--- config.mk ---
export PLATFORM = sky130hd
export DESIGN_NAME = dda_line_rasterizer
export DESIGN_NICKNAME = d
export VERILOG_FILES = /design/src/sv/dda_pkg.sv /design/src/sv/dda_front.sv /design/src/sv/dda_div.sv /design/src/sv/dda_back.sv /design/src/sv/dda_line_rasterizer.sv
export SDC_FILE = /design/constraint.sdc
export NUM_CORES = 1
export LEC_CHECK = 0
export BUFFER_PORTS_ARGS = -buffer_cell sky130_fd_sc_hd__buf_2
export CAP_MARGIN = 10
export CORE_MARGIN = 4
export CORE_UTILIZATION = 62
export DETAILED_ROUTE_END_ITERATION = 12
export GPL_TIMING_DRIVEN = 0
export PLACE_DENSITY = 0.77
export SLEW_MARGIN = 40
export SYNTH_ARGS = -nofsm -noshare
export SYNTH_HDL_FRONTEND = slang
export SYNTH_SLANG_ARGS = --single-unit
--- constraint.sdc ---
create_clock -name clk -period 11.8 [get_ports clk]
set_clock_uncertainty 0.15 [all_clocks]
set_input_delay 0.59 -clock clk [delete_from_list [all_inputs] [get_ports clk]]
set_output_delay 0.59 -clock clk [all_outputs]
set_load 0.005 [all_outputs]
--- src/sv/dda_pkg.sv ---
// ----------------------------------------------------------------------------
// dda_pkg: shared types and constants of the DDA line rasterizer
// Coordinate and fixed-point widths, command codes and the queue item format.
// ----------------------------------------------------------------------------
package dda_pkg;

  localparam int COORD_W         = 10;
  localparam int COORD_LIMIT     = 1 << COORD_W;
  localparam int FRAC_BITS       = 16;
  // magnitude of the slope is at most one, so one integer bit and a sign
  localparam int QUO_W           = FRAC_BITS + 1;
  localparam int SLOPE_W         = FRAC_BITS + 2;
  localparam int QCNT_W          = $clog2(QUO_W);
  localparam int OFFSET_W        = COORD_W + 1;
  localparam int PROD_W          = OFFSET_W + SLOPE_W;
  localparam int ACC_W           = PROD_W + 1;
  localparam int ROW_W           = 11;
  localparam int ROW_WIDTH_RESET = 640;
  localparam int INDEX_W         = 20;
  localparam int IDX_FULL_W      = COORD_W + ROW_W + 1;
  localparam int IN_DATA_W       = 40;
  localparam int OUT_DATA_W      = 40;
  localparam int QUEUE_DEPTH     = 2;
  localparam int QPTR_W          = $clog2(QUEUE_DEPTH);
  localparam int QCOUNT_W        = $clog2(QUEUE_DEPTH + 1);

  typedef enum logic {
    CMD_START = 1'b0,
    CMD_STEP  = 1'b1
  } cmd_t;

  // a classified command as it waits between front and back
  typedef struct packed {
    cmd_t               cmd;
    logic               major_is_x;
    logic [COORD_W-1:0] major_origin;
    logic [COORD_W-1:0] major_lo;
    logic [COORD_W-1:0] major_hi;
    logic [COORD_W-1:0] minor_origin;
    logic [COORD_W-1:0] major_mag;
    logic [COORD_W-1:0] minor_mag;
    logic               slope_neg;
  } line_cmd_t;

endpackage

--- src/sv/dda_front.sv ---
// ----------------------------------------------------------------------------
// dda_front: command intake and classification
// Picks the major axis and slope sign of start commands and queues every
// command for the back end.
// ----------------------------------------------------------------------------
module dda_front (
  input  logic                               clk,
  input  logic                               rst,
  input  logic                               s_axis_tvalid,
  output logic                               s_axis_tready,
  // x_start [9:0], y_start [19:10], x_end [29:20], y_end [39:30]
  input  logic [dda_pkg::IN_DATA_W-1:0]      s_axis_tdata,
  // command: start or step
  input  logic                               s_axis_tuser,
  output logic                               q_valid,
  output dda_pkg::line_cmd_t                 q_item,
  input  logic                               q_pop
);

  logic [dda_pkg::COORD_W-1:0]  x_start, y_start, x_end, y_end;
  logic signed [dda_pkg::COORD_W:0] dx, dy, dmaj, dmin;
  logic [dda_pkg::COORD_W:0]    adx_full, ady_full;
  logic [dda_pkg::COORD_W-1:0]  adx, ady;
  logic                         maj_x;
  dda_pkg::line_cmd_t           item;
  logic                         push;

  dda_pkg::line_cmd_t           queue [dda_pkg::QUEUE_DEPTH];
  logic [dda_pkg::QPTR_W-1:0]   wr_ptr, rd_ptr;
  logic [dda_pkg::QCOUNT_W-1:0] count;

  assign x_start = s_axis_tdata[dda_pkg::COORD_W-1:0];
  assign y_start = s_axis_tdata[2*dda_pkg::COORD_W-1:dda_pkg::COORD_W];
  assign x_end   = s_axis_tdata[3*dda_pkg::COORD_W-1:2*dda_pkg::COORD_W];
  assign y_end   = s_axis_tdata[4*dda_pkg::COORD_W-1:3*dda_pkg::COORD_W];

  assign dx = signed'({1'b0, x_end}) - signed'({1'b0, x_start});
  assign dy = signed'({1'b0, y_end}) - signed'({1'b0, y_start});
  assign adx_full = dx[dda_pkg::COORD_W] ? unsigned'(-dx) : unsigned'(dx);
  assign ady_full = dy[dda_pkg::COORD_W] ? unsigned'(-dy) : unsigned'(dy);
  assign adx = adx_full[dda_pkg::COORD_W-1:0];
  assign ady = ady_full[dda_pkg::COORD_W-1:0];
  // ties go to y, which also covers equal endpoints
  assign maj_x = adx > ady;
  assign dmaj  = maj_x ? dx : dy;
  assign dmin  = maj_x ? dy : dx;

  always_comb begin
    item.cmd          = dda_pkg::cmd_t'(s_axis_tuser);
    item.major_is_x   = maj_x;
    item.major_origin = maj_x ? x_start : y_start;
    item.minor_origin = maj_x ? y_start : x_start;
    item.major_lo     = maj_x ? ((x_start < x_end) ? x_start : x_end)
                              : ((y_start < y_end) ? y_start : y_end);
    item.major_hi     = maj_x ? ((x_start < x_end) ? x_end : x_start)
                              : ((y_start < y_end) ? y_end : y_start);
    item.major_mag    = maj_x ? adx : ady;
    item.minor_mag    = maj_x ? ady : adx;
    item.slope_neg    = (dmaj[dda_pkg::COORD_W] != dmin[dda_pkg::COORD_W]) && (dmin != '0);
  end

  assign s_axis_tready = count != dda_pkg::QCOUNT_W'(dda_pkg::QUEUE_DEPTH);
  assign push          = s_axis_tvalid && s_axis_tready;
  assign q_valid       = count != '0;
  assign q_item        = queue[rd_ptr];

  always_ff @(posedge clk) begin
    if (push) begin
      queue[wr_ptr] <= item;
    end
  end

  always_ff @(posedge clk) begin
    if (rst) begin
      wr_ptr <= '0;
      rd_ptr <= '0;
      count  <= '0;
    end else begin
      if (push) begin
        wr_ptr <= wr_ptr + 1'b1;
      end
      if (q_pop) begin
        rd_ptr <= rd_ptr + 1'b1;
      end
      if (push && !q_pop) begin
        count <= count + 1'b1;
      end else if (q_pop && !push) begin
        count <= count - 1'b1;
      end
    end
  end

endmodule

--- src/sv/dda_div.sv ---
// ----------------------------------------------------------------------------
// dda_div: serial slope divider
// Restoring division of minor_mag * 2^FRAC_BITS by major_mag, one quotient
// bit per cycle; the dividend never exceeds the divisor.
// ----------------------------------------------------------------------------
module dda_div (
  input  logic                          clk,
  input  logic                          rst,
  input  logic                          start,
  input  logic [dda_pkg::COORD_W-1:0]   dividend,
  input  logic [dda_pkg::COORD_W-1:0]   divisor,
  output logic                          done,
  output logic [dda_pkg::QUO_W-1:0]     quotient
);

  logic                          busy;
  logic [dda_pkg::QCNT_W-1:0]    cnt;
  logic [dda_pkg::COORD_W:0]     rem;
  logic [dda_pkg::COORD_W-1:0]   div_d;
  logic                          ge;
  logic [dda_pkg::COORD_W:0]     diff, kept;

  assign ge   = rem >= {1'b0, div_d};
  assign diff = rem - {1'b0, div_d};
  assign kept = ge ? diff : rem;

  always_ff @(posedge clk) begin
    if (rst) begin
      busy <= 1'b0;
      done <= 1'b0;
    end else begin
      if (start) begin
        busy     <= 1'b1;
        done     <= 1'b0;
        cnt      <= '0;
        rem      <= {1'b0, dividend};
        div_d    <= divisor;
        quotient <= '0;
      end else if (busy) begin
        // remainder stays below the divisor, so the shift fits
        rem      <= {kept[dda_pkg::COORD_W-1:0], 1'b0};
        quotient <= {quotient[dda_pkg::QUO_W-2:0], ge};
        cnt      <= cnt + 1'b1;
        done     <= cnt == dda_pkg::QCNT_W'(dda_pkg::QUO_W - 1);
        if (cnt == dda_pkg::QCNT_W'(dda_pkg::QUO_W - 1)) begin
          busy <= 1'b0;
        end
      end else begin
        done <= 1'b0;
      end
    end
  end

endmodule

--- src/sv/dda_back.sv ---
// ----------------------------------------------------------------------------
// dda_back: line walker
// Holds the line state, runs the slope divider on starts of unequal endpoints
// and turns each step of an active line into one pixel: multiply, add, index.
// ----------------------------------------------------------------------------
module dda_back (
  input  logic                              clk,
  input  logic                              rst,
  input  logic                              cfg_we,
  input  logic [dda_pkg::ROW_W-1:0]         cfg_wdata,
  input  logic                              q_valid,
  input  dda_pkg::line_cmd_t                q_item,
  output logic                              q_pop,
  output logic                              div_start,
  output logic [dda_pkg::COORD_W-1:0]       div_dividend,
  output logic [dda_pkg::COORD_W-1:0]       div_divisor,
  input  logic                              div_done,
  input  logic [dda_pkg::QUO_W-1:0]         div_quotient,
  output logic                              m_axis_tvalid,
  input  logic                              m_axis_tready,
  // pixel_x [9:0], pixel_y [19:10], pixel_index [39:20]
  output logic [dda_pkg::OUT_DATA_W-1:0]    m_axis_tdata,
  output logic                              m_axis_tlast
);

  typedef enum logic [3:0] {
    S_IDLE  = 4'b0001,
    S_DIV   = 4'b0010,
    S_COORD = 4'b0100,
    S_INDEX = 4'b1000
  } back_state_t;

  back_state_t                        state;
  logic                               active;
  logic                               major_is_x;
  logic [dda_pkg::COORD_W-1:0]        major_pos, major_limit, major_origin, minor_origin;
  logic                               slope_neg;
  logic signed [dda_pkg::SLOPE_W-1:0] slope;
  logic signed [dda_pkg::PROD_W-1:0]  prod;
  logic [dda_pkg::COORD_W-1:0]        pix_major;
  logic                               pix_last;
  logic [dda_pkg::COORD_W-1:0]        px, py;
  logic [dda_pkg::ROW_W-1:0]          row_width;
  logic [dda_pkg::COORD_W-1:0]        out_x, out_y;
  logic [dda_pkg::INDEX_W-1:0]        out_idx;
  logic                               out_last;

  logic                               is_step, step_last, out_free;
  logic signed [dda_pkg::OFFSET_W-1:0] offset;
  logic signed [dda_pkg::PROD_W-1:0]  prod_next;
  logic [dda_pkg::ACC_W-1:0]          acc;
  logic [dda_pkg::COORD_W-1:0]        minor;
  logic [dda_pkg::SLOPE_W-1:0]        slope_mag;
  logic [dda_pkg::IDX_FULL_W-1:0]     idx_sum;

  assign is_step   = q_item.cmd == dda_pkg::CMD_STEP;
  assign q_pop     = (state == S_IDLE) && q_valid;
  assign div_start = q_pop && !is_step && (q_item.major_mag != '0);
  assign div_dividend = q_item.minor_mag;
  assign div_divisor  = q_item.major_mag;

  assign step_last = major_pos >= major_limit;
  assign offset    = signed'({1'b0, major_pos}) - signed'({1'b0, major_origin});
  assign prod_next = offset * slope;

  // floor of the fixed-point sum keeps its low bits at the fraction boundary
  assign acc   = dda_pkg::ACC_W'({minor_origin, {dda_pkg::FRAC_BITS{1'b0}}})
               + {prod[dda_pkg::PROD_W-1], prod};
  assign minor = acc[dda_pkg::COORD_W+dda_pkg::FRAC_BITS-1:dda_pkg::FRAC_BITS];

  assign slope_mag = {1'b0, div_quotient};
  assign idx_sum   = dda_pkg::IDX_FULL_W'(py * row_width) + dda_pkg::IDX_FULL_W'(px);
  assign out_free  = !m_axis_tvalid || m_axis_tready;

  assign m_axis_tdata = {out_idx, out_y, out_x};
  assign m_axis_tlast = out_last;

  always_ff @(posedge clk) begin
    if (rst) begin
      state         <= S_IDLE;
      active        <= 1'b0;
      row_width     <= dda_pkg::ROW_W'(dda_pkg::ROW_WIDTH_RESET);
      m_axis_tvalid <= 1'b0;
    end else begin
      if (cfg_we) begin
        row_width <= cfg_wdata;
      end
      if (state == S_INDEX && out_free) begin
        m_axis_tvalid <= 1'b1;
      end else if (m_axis_tvalid && m_axis_tready) begin
        m_axis_tvalid <= 1'b0;
      end
      case (state)
        S_IDLE: begin
          if (q_valid) begin
            if (!is_step) begin
              // a new start drops any line still in progress
              active       <= 1'b1;
              major_is_x   <= q_item.major_is_x;
              major_pos    <= q_item.major_lo;
              major_limit  <= q_item.major_hi;
              major_origin <= q_item.major_origin;
              minor_origin <= q_item.minor_origin;
              slope_neg    <= q_item.slope_neg;
              if (q_item.major_mag == '0) begin
                slope <= '0;
              end else begin
                state <= S_DIV;
              end
            end else if (active) begin
              prod      <= prod_next;
              pix_major <= major_pos;
              pix_last  <= step_last;
              if (step_last) begin
                active <= 1'b0;
              end else begin
                major_pos <= major_pos + 1'b1;
              end
              state <= S_COORD;
            end
          end
        end
        S_DIV: begin
          if (div_done) begin
            slope <= slope_neg ? signed'(-slope_mag) : signed'(slope_mag);
            state <= S_IDLE;
          end
        end
        S_COORD: begin
          px    <= major_is_x ? pix_major : minor;
          py    <= major_is_x ? minor : pix_major;
          state <= S_INDEX;
        end
        S_INDEX: begin
          if (out_free) begin
            out_x         <= px;
            out_y         <= py;
            out_idx       <= idx_sum[dda_pkg::INDEX_W-1:0];
            out_last      <= pix_last;
            state         <= S_IDLE;
          end
        end
        default: begin
          state <= S_IDLE;
        end
      endcase
    end
  end

  a_done_in_div: assert property (@(posedge clk) disable iff (rst)
    div_done |-> state == S_DIV)
    else $error("divider finished outside the divide state");

  a_start_to_div: assert property (@(posedge clk) disable iff (rst)
    div_start |=> state == S_DIV)
    else $error("divider started without entering the divide state");

  a_last_ends_line: assert property (@(posedge clk) disable iff (rst)
    (q_pop && is_step && active && step_last) |=> !active)
    else $error("line still active after its last pixel");

  a_index_loads_out: assert property (@(posedge clk) disable iff (rst)
    (state == S_INDEX && out_free) |=> (m_axis_tvalid && state == S_IDLE))
    else $error("pixel not loaded into the output register");

endmodule

--- src/sv/dda_line_rasterizer.sv ---
// ----------------------------------------------------------------------------
// dda_line_rasterizer: DDA line walker
// Commands arrive on the s_axis channel: tuser low is a start that loads two
// endpoints from tdata, tuser high is a step that yields one pixel of the
// current line on m_axis, with tlast on the line's final pixel. A start
// gives no item, and so does a step while no line is in progress.
// row_width (cfg_we / cfg_wdata) sets the pixel index pitch; write it idle.
// A two-entry command queue sits between intake and the walker, so inputs
// keep flowing while a pixel waits in the output register.
// Step: the walker finishes each pixel (multiply, add, index) before it takes
// the next command; the pixel then waits in the output register for m_axis.
// Start: with equal endpoints the command is taken and the slope set to zero;
// otherwise the walker waits on the serial divider (one slope bit a cycle).
// A stalled m_axis holds its item and the walker waits in the index stage;
// the queue then fills and s_axis_tready drops.
// Reset (rst, synchronous) empties the queue, ends any line, drops the
// output item and sets row_width to 640.
// ----------------------------------------------------------------------------
module dda_line_rasterizer (
  input  logic                              clk,
  input  logic                              rst,
  input  logic                              cfg_we,
  input  logic [dda_pkg::ROW_W-1:0]         cfg_wdata,
  input  logic                              s_axis_tvalid,
  output logic                              s_axis_tready,
  // x_start [9:0], y_start [19:10], x_end [29:20], y_end [39:30]
  input  logic [dda_pkg::IN_DATA_W-1:0]     s_axis_tdata,
  // command: 0 start, 1 step
  input  logic                              s_axis_tuser,
  output logic                              m_axis_tvalid,
  input  logic                              m_axis_tready,
  // pixel_x [9:0], pixel_y [19:10], pixel_index [39:20]
  output logic [dda_pkg::OUT_DATA_W-1:0]    m_axis_tdata,
  output logic                              m_axis_tlast
);

  logic                            q_valid, q_pop;
  dda_pkg::line_cmd_t              q_item;
  logic                            div_start, div_done;
  logic [dda_pkg::COORD_W-1:0]     div_dividend, div_divisor;
  logic [dda_pkg::QUO_W-1:0]       div_quotient;

  dda_front u_front (
    .clk           (clk),
    .rst           (rst),
    .s_axis_tvalid (s_axis_tvalid),
    .s_axis_tready (s_axis_tready),
    .s_axis_tdata  (s_axis_tdata),
    .s_axis_tuser  (s_axis_tuser),
    .q_valid       (q_valid),
    .q_item        (q_item),
    .q_pop         (q_pop)
  );

  dda_div u_div (
    .clk      (clk),
    .rst      (rst),
    .start    (div_start),
    .dividend (div_dividend),
    .divisor  (div_divisor),
    .done     (div_done),
    .quotient (div_quotient)
  );

  dda_back u_back (
    .clk           (clk),
    .rst           (rst),
    .cfg_we        (cfg_we),
    .cfg_wdata     (cfg_wdata),
    .q_valid       (q_valid),
    .q_item        (q_item),
    .q_pop         (q_pop),
    .div_start     (div_start),
    .div_dividend  (div_dividend),
    .div_divisor   (div_divisor),
    .div_done      (div_done),
    .div_quotient  (div_quotient),
    .m_axis_tvalid (m_axis_tvalid),
    .m_axis_tready (m_axis_tready),
    .m_axis_tdata  (m_axis_tdata),
    .m_axis_tlast  (m_axis_tlast)
  );

endmodule

Yosys cells after proc, flatten, opt, wreduce, memory -nomap -nowiden
Memories as Yosys holds them, arrays and structs flattened. A register that Yosys moved wholly into a read port is not among the register bits.
Cells that the tools add are included.
Storage, ports and cells
  register bits after elaboration: 224
  RAM bits: 126
  input port bits: 57
  output and inout bits: 43
  word-level logic and storage cells: 156
  memories: 1
Operators by class
  add/subtract/negate cells: 15
  multiply operators: 2
  $lt $le $gt $ge: 5
  eq/ne operators: 16
  mux-type cells: 51
  bitwise logic cells: 3
  reductions and logical operators: 33
Memories
  u_front.queue: words 2, width 63, rd ports 1, clocked after memory_dff 1, wr ports 1, line dda_front.sv:28  | dda_pkg::line_cmd_t queue [dda_pkg::QUEUE_DEPTH];
Operators by type and width (count)
  $mux W10: 19
  $mux W18: 5
  $pmux W18 S2: 1
  $mux W11: 3
  $sub A10 B10 Y11: 3
  $add A26 B26 Y26: 1
  $mul A11 B18 Y26: 1
  $mux W4: 6
  $add A20 B10 Y20: 1
  $lt A10 B10 Y1: 2
  $mul A10 B11 Y20: 1
  $neg A10 Y10: 2
  $neg A17 Y18: 1
  $mux W17: 1
  $pmux W4 S4: 1
  $reduce_and A5 Y1: 3
  $mux W1: 12
  $ge A11 B10 Y1: 1
  $reduce_bool A11 Y1: 1
  $add A10 B1 Y10 const B: 1
  $ge A10 B10 Y1: 1
  $gt A10 B10 Y1: 1
  $logic_not A10 Y1: 1
  $ne A2 B2 Y1 const B: 5
  27 further kinds: 51

Logic depth before layout (Yosys ltp)
Gate-level depths: netlist (run 1).
  depth after elaboration: 7
  mapped depth: 30
  depth with buffers taken out: 29

Cells and area by module
From an unflattened synthesis (run 1), not the netlist that was laid out.
Second synthesis, totals
  cell total of the unflattened synthesis: 2489
  area total of the unflattened synthesis: 26935.8 um2
By module, submodules not included
  dda_back: times used 1, cells an instance 1639, area each 17006.3 um2, sequential area each 4604.4 um2
  dda_front: times used 1, cells an instance 654, area each 7542.2 um2, sequential area each 3883.7 um2
  dda_div: times used 1, cells an instance 196, area each 2387.3 um2, sequential area each 1331.3 um2

Worst setup path before layout (run 1)
Ideal clock, no wire load.
  path type: register to register
  from: register u_back.major_pos[1] (netlist name)
  to: register u_back.prod[24] (netlist name) (data pin)
  setup time: 0.258 ns
  data arrival time: 6.691 ns
  data required time: 11.392 ns
  setup slack: 4.702 ns
  stages on the path, launching flop included: 26
  buffers on the path: 1
  period minus slack after synthesis: 7.098 ns
  path through: edfxtp_1 -> ha_1 -> nor2b_1 -> o21ai_0 -> a21oi_1 -> a211oi_1 -> nor2_1 -> xor2_1 -> clkbuf_1 -> nand2_1 -> fa_1 -> inv_1 -> fa_1 -> fa_1 -> fa_1 -> inv_1 -> fa_1 -> inv_1 -> ha_1 -> a2111oi_4 -> a211oi_1 -> o41ai_1 -> o21ai_0 -> or2_2 -> a21oi_1 -> xnor2_1
Between the ends
  longest elaborated chain between the ends: 2
RTL lines
  from (decl): line dda_back.sv:36  | logic [dda_pkg::COORD_W-1:0] major_pos, major_limit, major_origin, minor_origin;
  from (signal assigned): line dda_back.sv:100  | major_pos <= q_item.major_lo;
  from (signal assigned): line dda_back.sv:117  | major_pos <= major_pos + 1'b1;
  $sub A10 B10 Y11: line dda_back.sv:63  | assign offset = signed'({1'b0, major_pos}) - signed'({1'b0, major_origin});
  $mul A11 B18 Y26: line dda_back.sv:64  | assign prod_next = offset * slope;
  net u_back.prod_next (one bit): line dda_back.sv:50  | logic signed [dda_pkg::PROD_W-1:0] prod_next;
  to (signal assigned): line dda_back.sv:111  | prod <= prod_next;
  to (decl): line dda_back.sv:39  | logic signed [dda_pkg::PROD_W-1:0] prod;
The timed path passes the listed nets, and every way through them passes these cells.
A chain may end at the register's enable or synchronous reset.

Worst setup path after layout (run 1)
Ends and elaborated chain as after synthesis.

==> results of run 1 <==
## layout make-up
| class | instances | area (µm²) |
|---|---|---|
| Multi-Input combinational cell | 1613 | 14930 |
| Fill cell | 3094 | 12900 |
| Sequential cell | 335 | 9819 |
| Inverter | 387 | 1453 |
| Clock buffer | 40 | 894.6 |
| Timing Repair Buffer | 120 | 693.2 |
| Tap cell | 539 | 674.4 |
| Buffer | 90 | 372.9 |
| Clock inverter | 21 | 305.3 |
## cells in the mapped netlist (10+ instances only)
master	count
clkbuf_1	73
nand3_1	16
fa_1	245
and2_1	141
nand2b_1	10
xnor2_1	70
nand2_1	232
ha_1	188
o21ai_0	69
nor3_1	30
nor2_1	114
edfxtp_1	311
o21a_1	17
a211oi_1	15
buf_2	12
dfxtp_1	24
xor2_1	46
nor2b_1	39
mux2i_1	110
or2_2	10
a21o_1	21
a21oi_1	67
mux2_2	51
inv_1	387
or3_1	12
## cells by family (layout without fill, tap and decap cells)
| family | count (synthesis) | in the layout | synth area share (%) |
|---|---|---|---|
| flip-flops | 335 | 335 | 37.09 |
| buffers and inverters | 477 | 658 | 6.896 |
| AO/OA/AOI/OAI | 256 | 256 | 6.324 |
| adder cells (fa/ha/maj) | 433 | 433 | 27.41 |
| multiplexers | 161 | 161 | 6.329 |
| XOR/XNOR | 117 | 117 | 3.923 |
| AND/OR/NAND/NOR | 646 | 646 | 12.02 |
## per-stage QoR
stage / worst slack, ns / util, % / hold slack (ns) / std cells / cell area [µm²]
2_1_floorplan: 4.702 / - / 0.2503 / 2425 / 26470
3_3_place_gp: 3.177 / 65.75 / 0.2906 / 3063 / 27640
3_5_place_dp: 3.028 / 66.44 / 0.3018 / 3084 / 27930
4_1_cts: 3.032 / 69.30 / 0.08691 / 3145 / 29130
5_1_grt: 2.395 / 69.32 / 0.1051 / 3145 / 29140
6_report: 3.029 / 69.32 / 0.1077 / 3145 / 29140
## worst paths after layout
| path | endpoint | slack (ns) | cells past startpoint |
|---|---|---|---|
| max | u_back.prod[24] | 3.03 | 27 |
| max reg2reg | u_back.prod[24] | 3.03 | 27 |
| min reg2reg | u_back.out_y[0] | 0.32 | 0 |
| min | u_back.row_width[0] | 0.11 | 3 |
## registers in the layout, summed over array words and instances (netlist names), 11 cells and up, named ones only
name,flops
u_div.rem,11
u_div.quotient,17
u_back.out_idx,20
u_back.slope,18
u_back.row_width,11
u_front.queue,126
## placed cells by master, fill, tap and decap left out, types with 8 or more instances in the layout
cell type  netlist  routed
mux2i_1        110     110
nor3_1          30      28
a21oi_1         67      67
ha_1           188     188
nand4_1          9       9
o21a_1          17      17
xor2_1          46      44
dfxtp_1         24      24
nand2b_1        10      10
nand3_1         16      16
mux2_2          51      51
nand2_1        232     231
o21ai_0         69      69
inv_1          387     387
buf_2           12     122
and2_1         141     141
clkbuf_1        73      78
o21bai_1         9       8
a211oi_1        15      14
clkbuf_16        0      35
nor2b_1         39      39
edfxtp_1       311     311
nor2_1         114     112
xnor2_1         70      66
or3_1           12      12
or2_2           10      10
fa_1           245     245
a21o_1          21      21
## per-layer routing
layer,GRT usage [%],vias to the layer above,routed length [µm]
li1,-,8317,-
met1,33.42,8812,24070
met2,45.96,536,29920
met3,3.628,104,3263
met4,8.256,0,1727
met5,0,-,0
## critical path: stages, from the launching register on
cell and delay, ns:
edfxtp_1 0.54, ha_1 0.33, nor2b_1 0.13, o21ai_0 0.22, a21oi_1 0.14, a211oi_1 0.36
nor2_1 0.11, xor2_1 0.63, clkbuf_1 0.50, nand2_1 0.14, fa_1 0.49, fa_1 0.55
inv_1 0.05, fa_1 0.44, fa_1 0.50, inv_1 0.05, fa_1 0.47, inv_1 0.04
ha_1 0.18, nor2_1 0.13, nand2_1 0.06, o21ai_0 0.42, a211oi_1 0.28, o41ai_1 0.69
o21ai_0 0.26, or2_2 0.34, a21oi_1 0.18, xnor2_1 0.10
==> impl_metrics.csv, run 1 <==
group,metric,value,unit
global_routing,grt_pass1_vias,18480,
cts,cts_setup_buffers,0,
logic_synthesis,ys_seq_area_share,37.09,%
sta,slew_violations,0,
logic_synthesis,synthDominantCellAreaShare,35.28,%
floorplan,start_util,62.97,%
logic_synthesis,synthCells,2425,
setup_path,worst_setup_path_end_kind,"register",
sta,period_needed,8.771,ns
cts,cts_buffers,35,
routing,drt_pass1_iterations,5,
cts,cts_hold_buffers,0,
setup_path,crit_type,"register to register",
setup_path,start_kind,"register",
routing,drtIter0Drc,1014,
setup_path,arrival,8.93,ns
cells_and_area,nets,3072,
place,portBuffers,99,
logic_synthesis,synth-async-reset-ratio,0,%
sta,fin_tns_setup,0,ns
min_path,worstHoldStart,"cfg_wdata[0]",
routing,vias,17770,
cells_and_area,drive_gt1_share,10.74,%
sta,fin_crit_sh,74.33,%
cells_and_area,area_growth,10.08,%
setup_path,rr_startpoint,"u_back.major_pos[1]",
logic_synthesis,yosysTopAreaCell,"edfxtp_1",
setup_path,required,11.96,ns
logic_synthesis,synthesis.area,0.02647,mm²
place,hpwlAfterDp,47.03,mm
sta,timing.fmax,0.1140,GHz
routing,totalWireLength,58.98,mm
global_routing,grt_max_degree,41,
min_path,hold_class,"input port to register",
run_status,status,"finished, final reports clean",
floorplan,core_area,0.04204,mm²
global_routing,antenna_found_initial,0,
sta,hold_violations,0,
logic_synthesis,synth_warnings,0,
sta,grt_setup_unrepaired,"no",
setup_path,crit_path_max_fanout,10,
sta,relSlewSlack,47.79,%
routing,via_per_inst,5.650,
logic_synthesis,syn_area_per_cell,10.92,µm²
routing,routedWlPerCell,18.75,µm
routing,ant_nets,0,
cts,clock-sinks,335,
floorplan,rows,75,
floorplan,die_height,214.6,µm
global_routing,grt_util_all_layers,25.99,%
routing,drc,0,
cts,cts_tree,"built",
floorplan,ios,100,
logic_synthesis,synth_edf_count,311,
cts,cts_resized,0,
setup_path,crit_start,"u_back.major_pos[1]",
place,gp_congestion,1.014,
floorplan,die_w,214.6,µm
global_routing,overflow,0,
cts,clk_pin_slew,0.06,ns
logic_synthesis,synth_flop_cell,"edfxtp_1",
cts,cts_buffer_depth,3,
cts,ctsHtreeMaxLevel,2,
sta,setup_viol,0,
logic_synthesis,syn_nets,2915,
logic_synthesis,ys_types,78,
logic_synthesis,ys_top_cells_by_area,"edfxtp_1 (35%), fa_1 (19%), ha_1 (8.9%)",
global_routing,grt_pass1_wl,95.77,mm
sta,tightest_slew,0.7803,ns
flow_run,maxCapViolCount,0,
cells_and_area,diodes,0,
floorplan,dieArea,0.04607,mm²
cts,clk_root_buffer_cell,"clkbuf_16",
logic_synthesis,synth_seq_cells,335,
cts,clk-insertion-delay-late,0.55,ns
Power of run 1 is not shown: default switching activity piles up to over one toggle a cycle in this logic, so the estimate is an artifact.
==> run 2, diff against run 1 <==
Settings changed: CORE_UTILIZATION 62 to 58, PLACE_DENSITY 0.77 to 0.75.
Clock period 11.8 ns to 7.29 ns, I/O delays scaled along.
==> run 2 against run 1 <==
The run now ends with negative setup slack left. Flip-flop and latch count unchanged. Global-route usage is 1.3 points lower. Final cell count grew 3.5%. Critical endpoint is now u_back.prod[22].
==> impl_metrics.csv, run 2 (synthesis gave the netlist of run 1 again) <==
group,metric,value,unit
setup_path,crit_family,"adder cells",
cells_and_area,drive_gt1_share,13.19,%
place,portBuffers,99,
cells_and_area,area_growth,12.78,%
cells_and_area,nets,3116,
floorplan,dieArea,0.04912,mm²
setup_path,rr_worst_depth,27,
setup_path,crit_type,"register to register",
run_status,status,"complete, but fails checks",
setup_path,crit_path_top_delay_cell,"fa_1",
setup_path,rrSetupSlack,-0.009,ns
min_path,hold_class,"input port to register",
routing,drtIter0Drc,1107,
routing,drt_pass1_iterations,5,
routing,vias,17770,
cts,cts_buffer_depth,3,
cells_and_area,mostFrequentLayoutCells,"inv_1 (383), edfxtp_1 (311), fa_1 (243), nand2_1 (231), ha_1 (182)",
routing,routedWlPerCell,18.59,µm
place,gp_congestion,0.9286,
cts,clk-insertion-delay-late,0.55,ns
min_path,worstHoldStart,"m_axis_tready",
flow_run,maxCapViolCount,0,
global_routing,grt_max_degree,41,
setup_path,arrival,7.46,ns
sta,hold_violations,0,
sta,grt_setup_unrepaired,"yes",
sta,fin_tns_setup,-0.008559,ns
setup_path,crit_buf_inv,7,
global_routing,antenna_found_initial,1,
setup_path,required,7.45,ns
setup_path,worst_setup_path_end_kind,"register",
sta,period_needed,7.299,ns
floorplan,core_area,0.04528,mm²
floorplan,die_w,221.6,µm
sta,tightest_slew,0.7224,ns
global_routing,grt_util_all_layers,24.69,%
cells_and_area,regMostFlops,"u_front.queue",
cts,cts_buffers,37,
sta,slew_violations,0,
setup_path,max_stage_delay,0.57,ns
routing,totalWireLength,60.50,mm
cells_and_area,diodes,0,
sta,relSlewSlack,50.59,%
sta,timing.fmax,0.1370,GHz
min_path,worst_hold_path.num_cells,4,
sta,fin_crit_sh,100.1,%
cts,ctsHtreeMaxLevel,2,
floorplan,die_height,221.6,µm
cts,clk_pin_slew,0.06,ns
global_routing,overflow,0,
global_routing,grt_pass1_wl,98.15,mm
sta,setup_viol,1,
cts,clock-sinks,335,
cts,clk_root_buffer_cell,"clkbuf_16",
routing,drc,0,
setup_path,start_kind,"register",
floorplan,ios,100,
cells_and_area,top_regs,"u_front.queue: 126 flops, u_back.out_idx: 20 flops, u_back.slope: 18 flops",
run_status,violations,"negative setup slack",
global_routing,grt_pass1_vias,18920,
cts,cts_tree,"built",
routing,via_per_inst,5.462,
floorplan,rows,78,
cells_and_area,mostFrequentLayoutCell,"inv_1",
setup_path,rr_endpoint,"u_back.prod[22]",
sta,setup_slack,-0.008559,ns
routing,ant_nets,0,
min_path,min_to,"u_back.state[3]",
setup_path,rr_startpoint,"u_back.major_pos[0]",
place,hpwlAfterDp,47.31,mm
setup_path,crit_path_max_fanout,3,
place,place_ws,-1.392,ns
floorplan,start_util,58.46,%
cells_and_area,largest_reg_flops,126,
## run 2: repair_timing
item,CTS,global route
hold endpoints to repair,14,0
pin swaps,17,17
gates resized for setup,44,25
hold buffers,14,0
endpoints found under the setup margin,10,8
setup buffers,22,7
## run 2: worst max-delay path by stage
stage,startpoint,endpoint,slack [ns],cells after the start
after CTS,u_back.major_pos[0],u_back.prod[22],0.01,30
final,u_back.major_pos[0],u_back.prod[22],-0.009,27
after floorplan,u_back.major_pos[1],u_back.prod[24],0.19,25
after detailed placement,u_back.major_pos[1],u_back.prod[24],-1.39,27
after global placement,u_back.major_pos[0],u_back.prod[24],-1.35,29
after global routing,u_back.major_pos[5],u_back.prod[22],-0.29,24
## run 2: worst reg2reg max path, stage by stage, from the launching register on
cell       delay (ns)
edfxtp_1         0.41
inv_2            0.13
ha_4             0.15
inv_2            0.03
fa_2             0.35
a21oi_2          0.19
o211ai_1         0.17
o41ai_2          0.33
buf_4            0.21
xnor2_4          0.11
buf_6            0.15
and2_4           0.15
fa_1             0.57
fa_1             0.46
fa_1             0.49
fa_1             0.53
inv_2            0.04
fa_2             0.52
inv_2            0.05
ha_4             0.16
a2111oi_4        0.46
a211oi_4         0.16
o41ai_4          0.37
buf_4            0.18
and2b_1          0.18
o21a_1           0.20
nor2_2           0.10
xnor2_1          0.08
## run 2: final cells by class
class	instances	area, µm²
Fill cell	3453	15430
Sequential cell	335	9819
Clock buffer	40	937.1
Tap cell	600	750.7
Clock inverter	27	295.3
Buffer	90	419.2
Multi-Input combinational cell	1613	15140
Inverter	387	1453
Timing Repair Buffer	162	1041
## run 2: metal layers
layer	share of wire, %	global-route usage, %
met1	41	31.69
met2	50	43.08
met3	5.8	3.760
met4	3.6	8.583
met5	0	0
## run 2: per-stage QoR
stage	cell area [µm²]	instances	utilization, %	hold slack (ns)
floorplan	26470	2425	-	0.2503
global placement	27720	3124	61.21	0.2926
detailed placement	27990	3144	61.81	0.3078
CTS	29710	3247	65.60	0.04845
global route	29850	3254	65.93	0.09360
finish	29850	3254	65.93	0.06472
Power of run 2 is left out for the same reason.
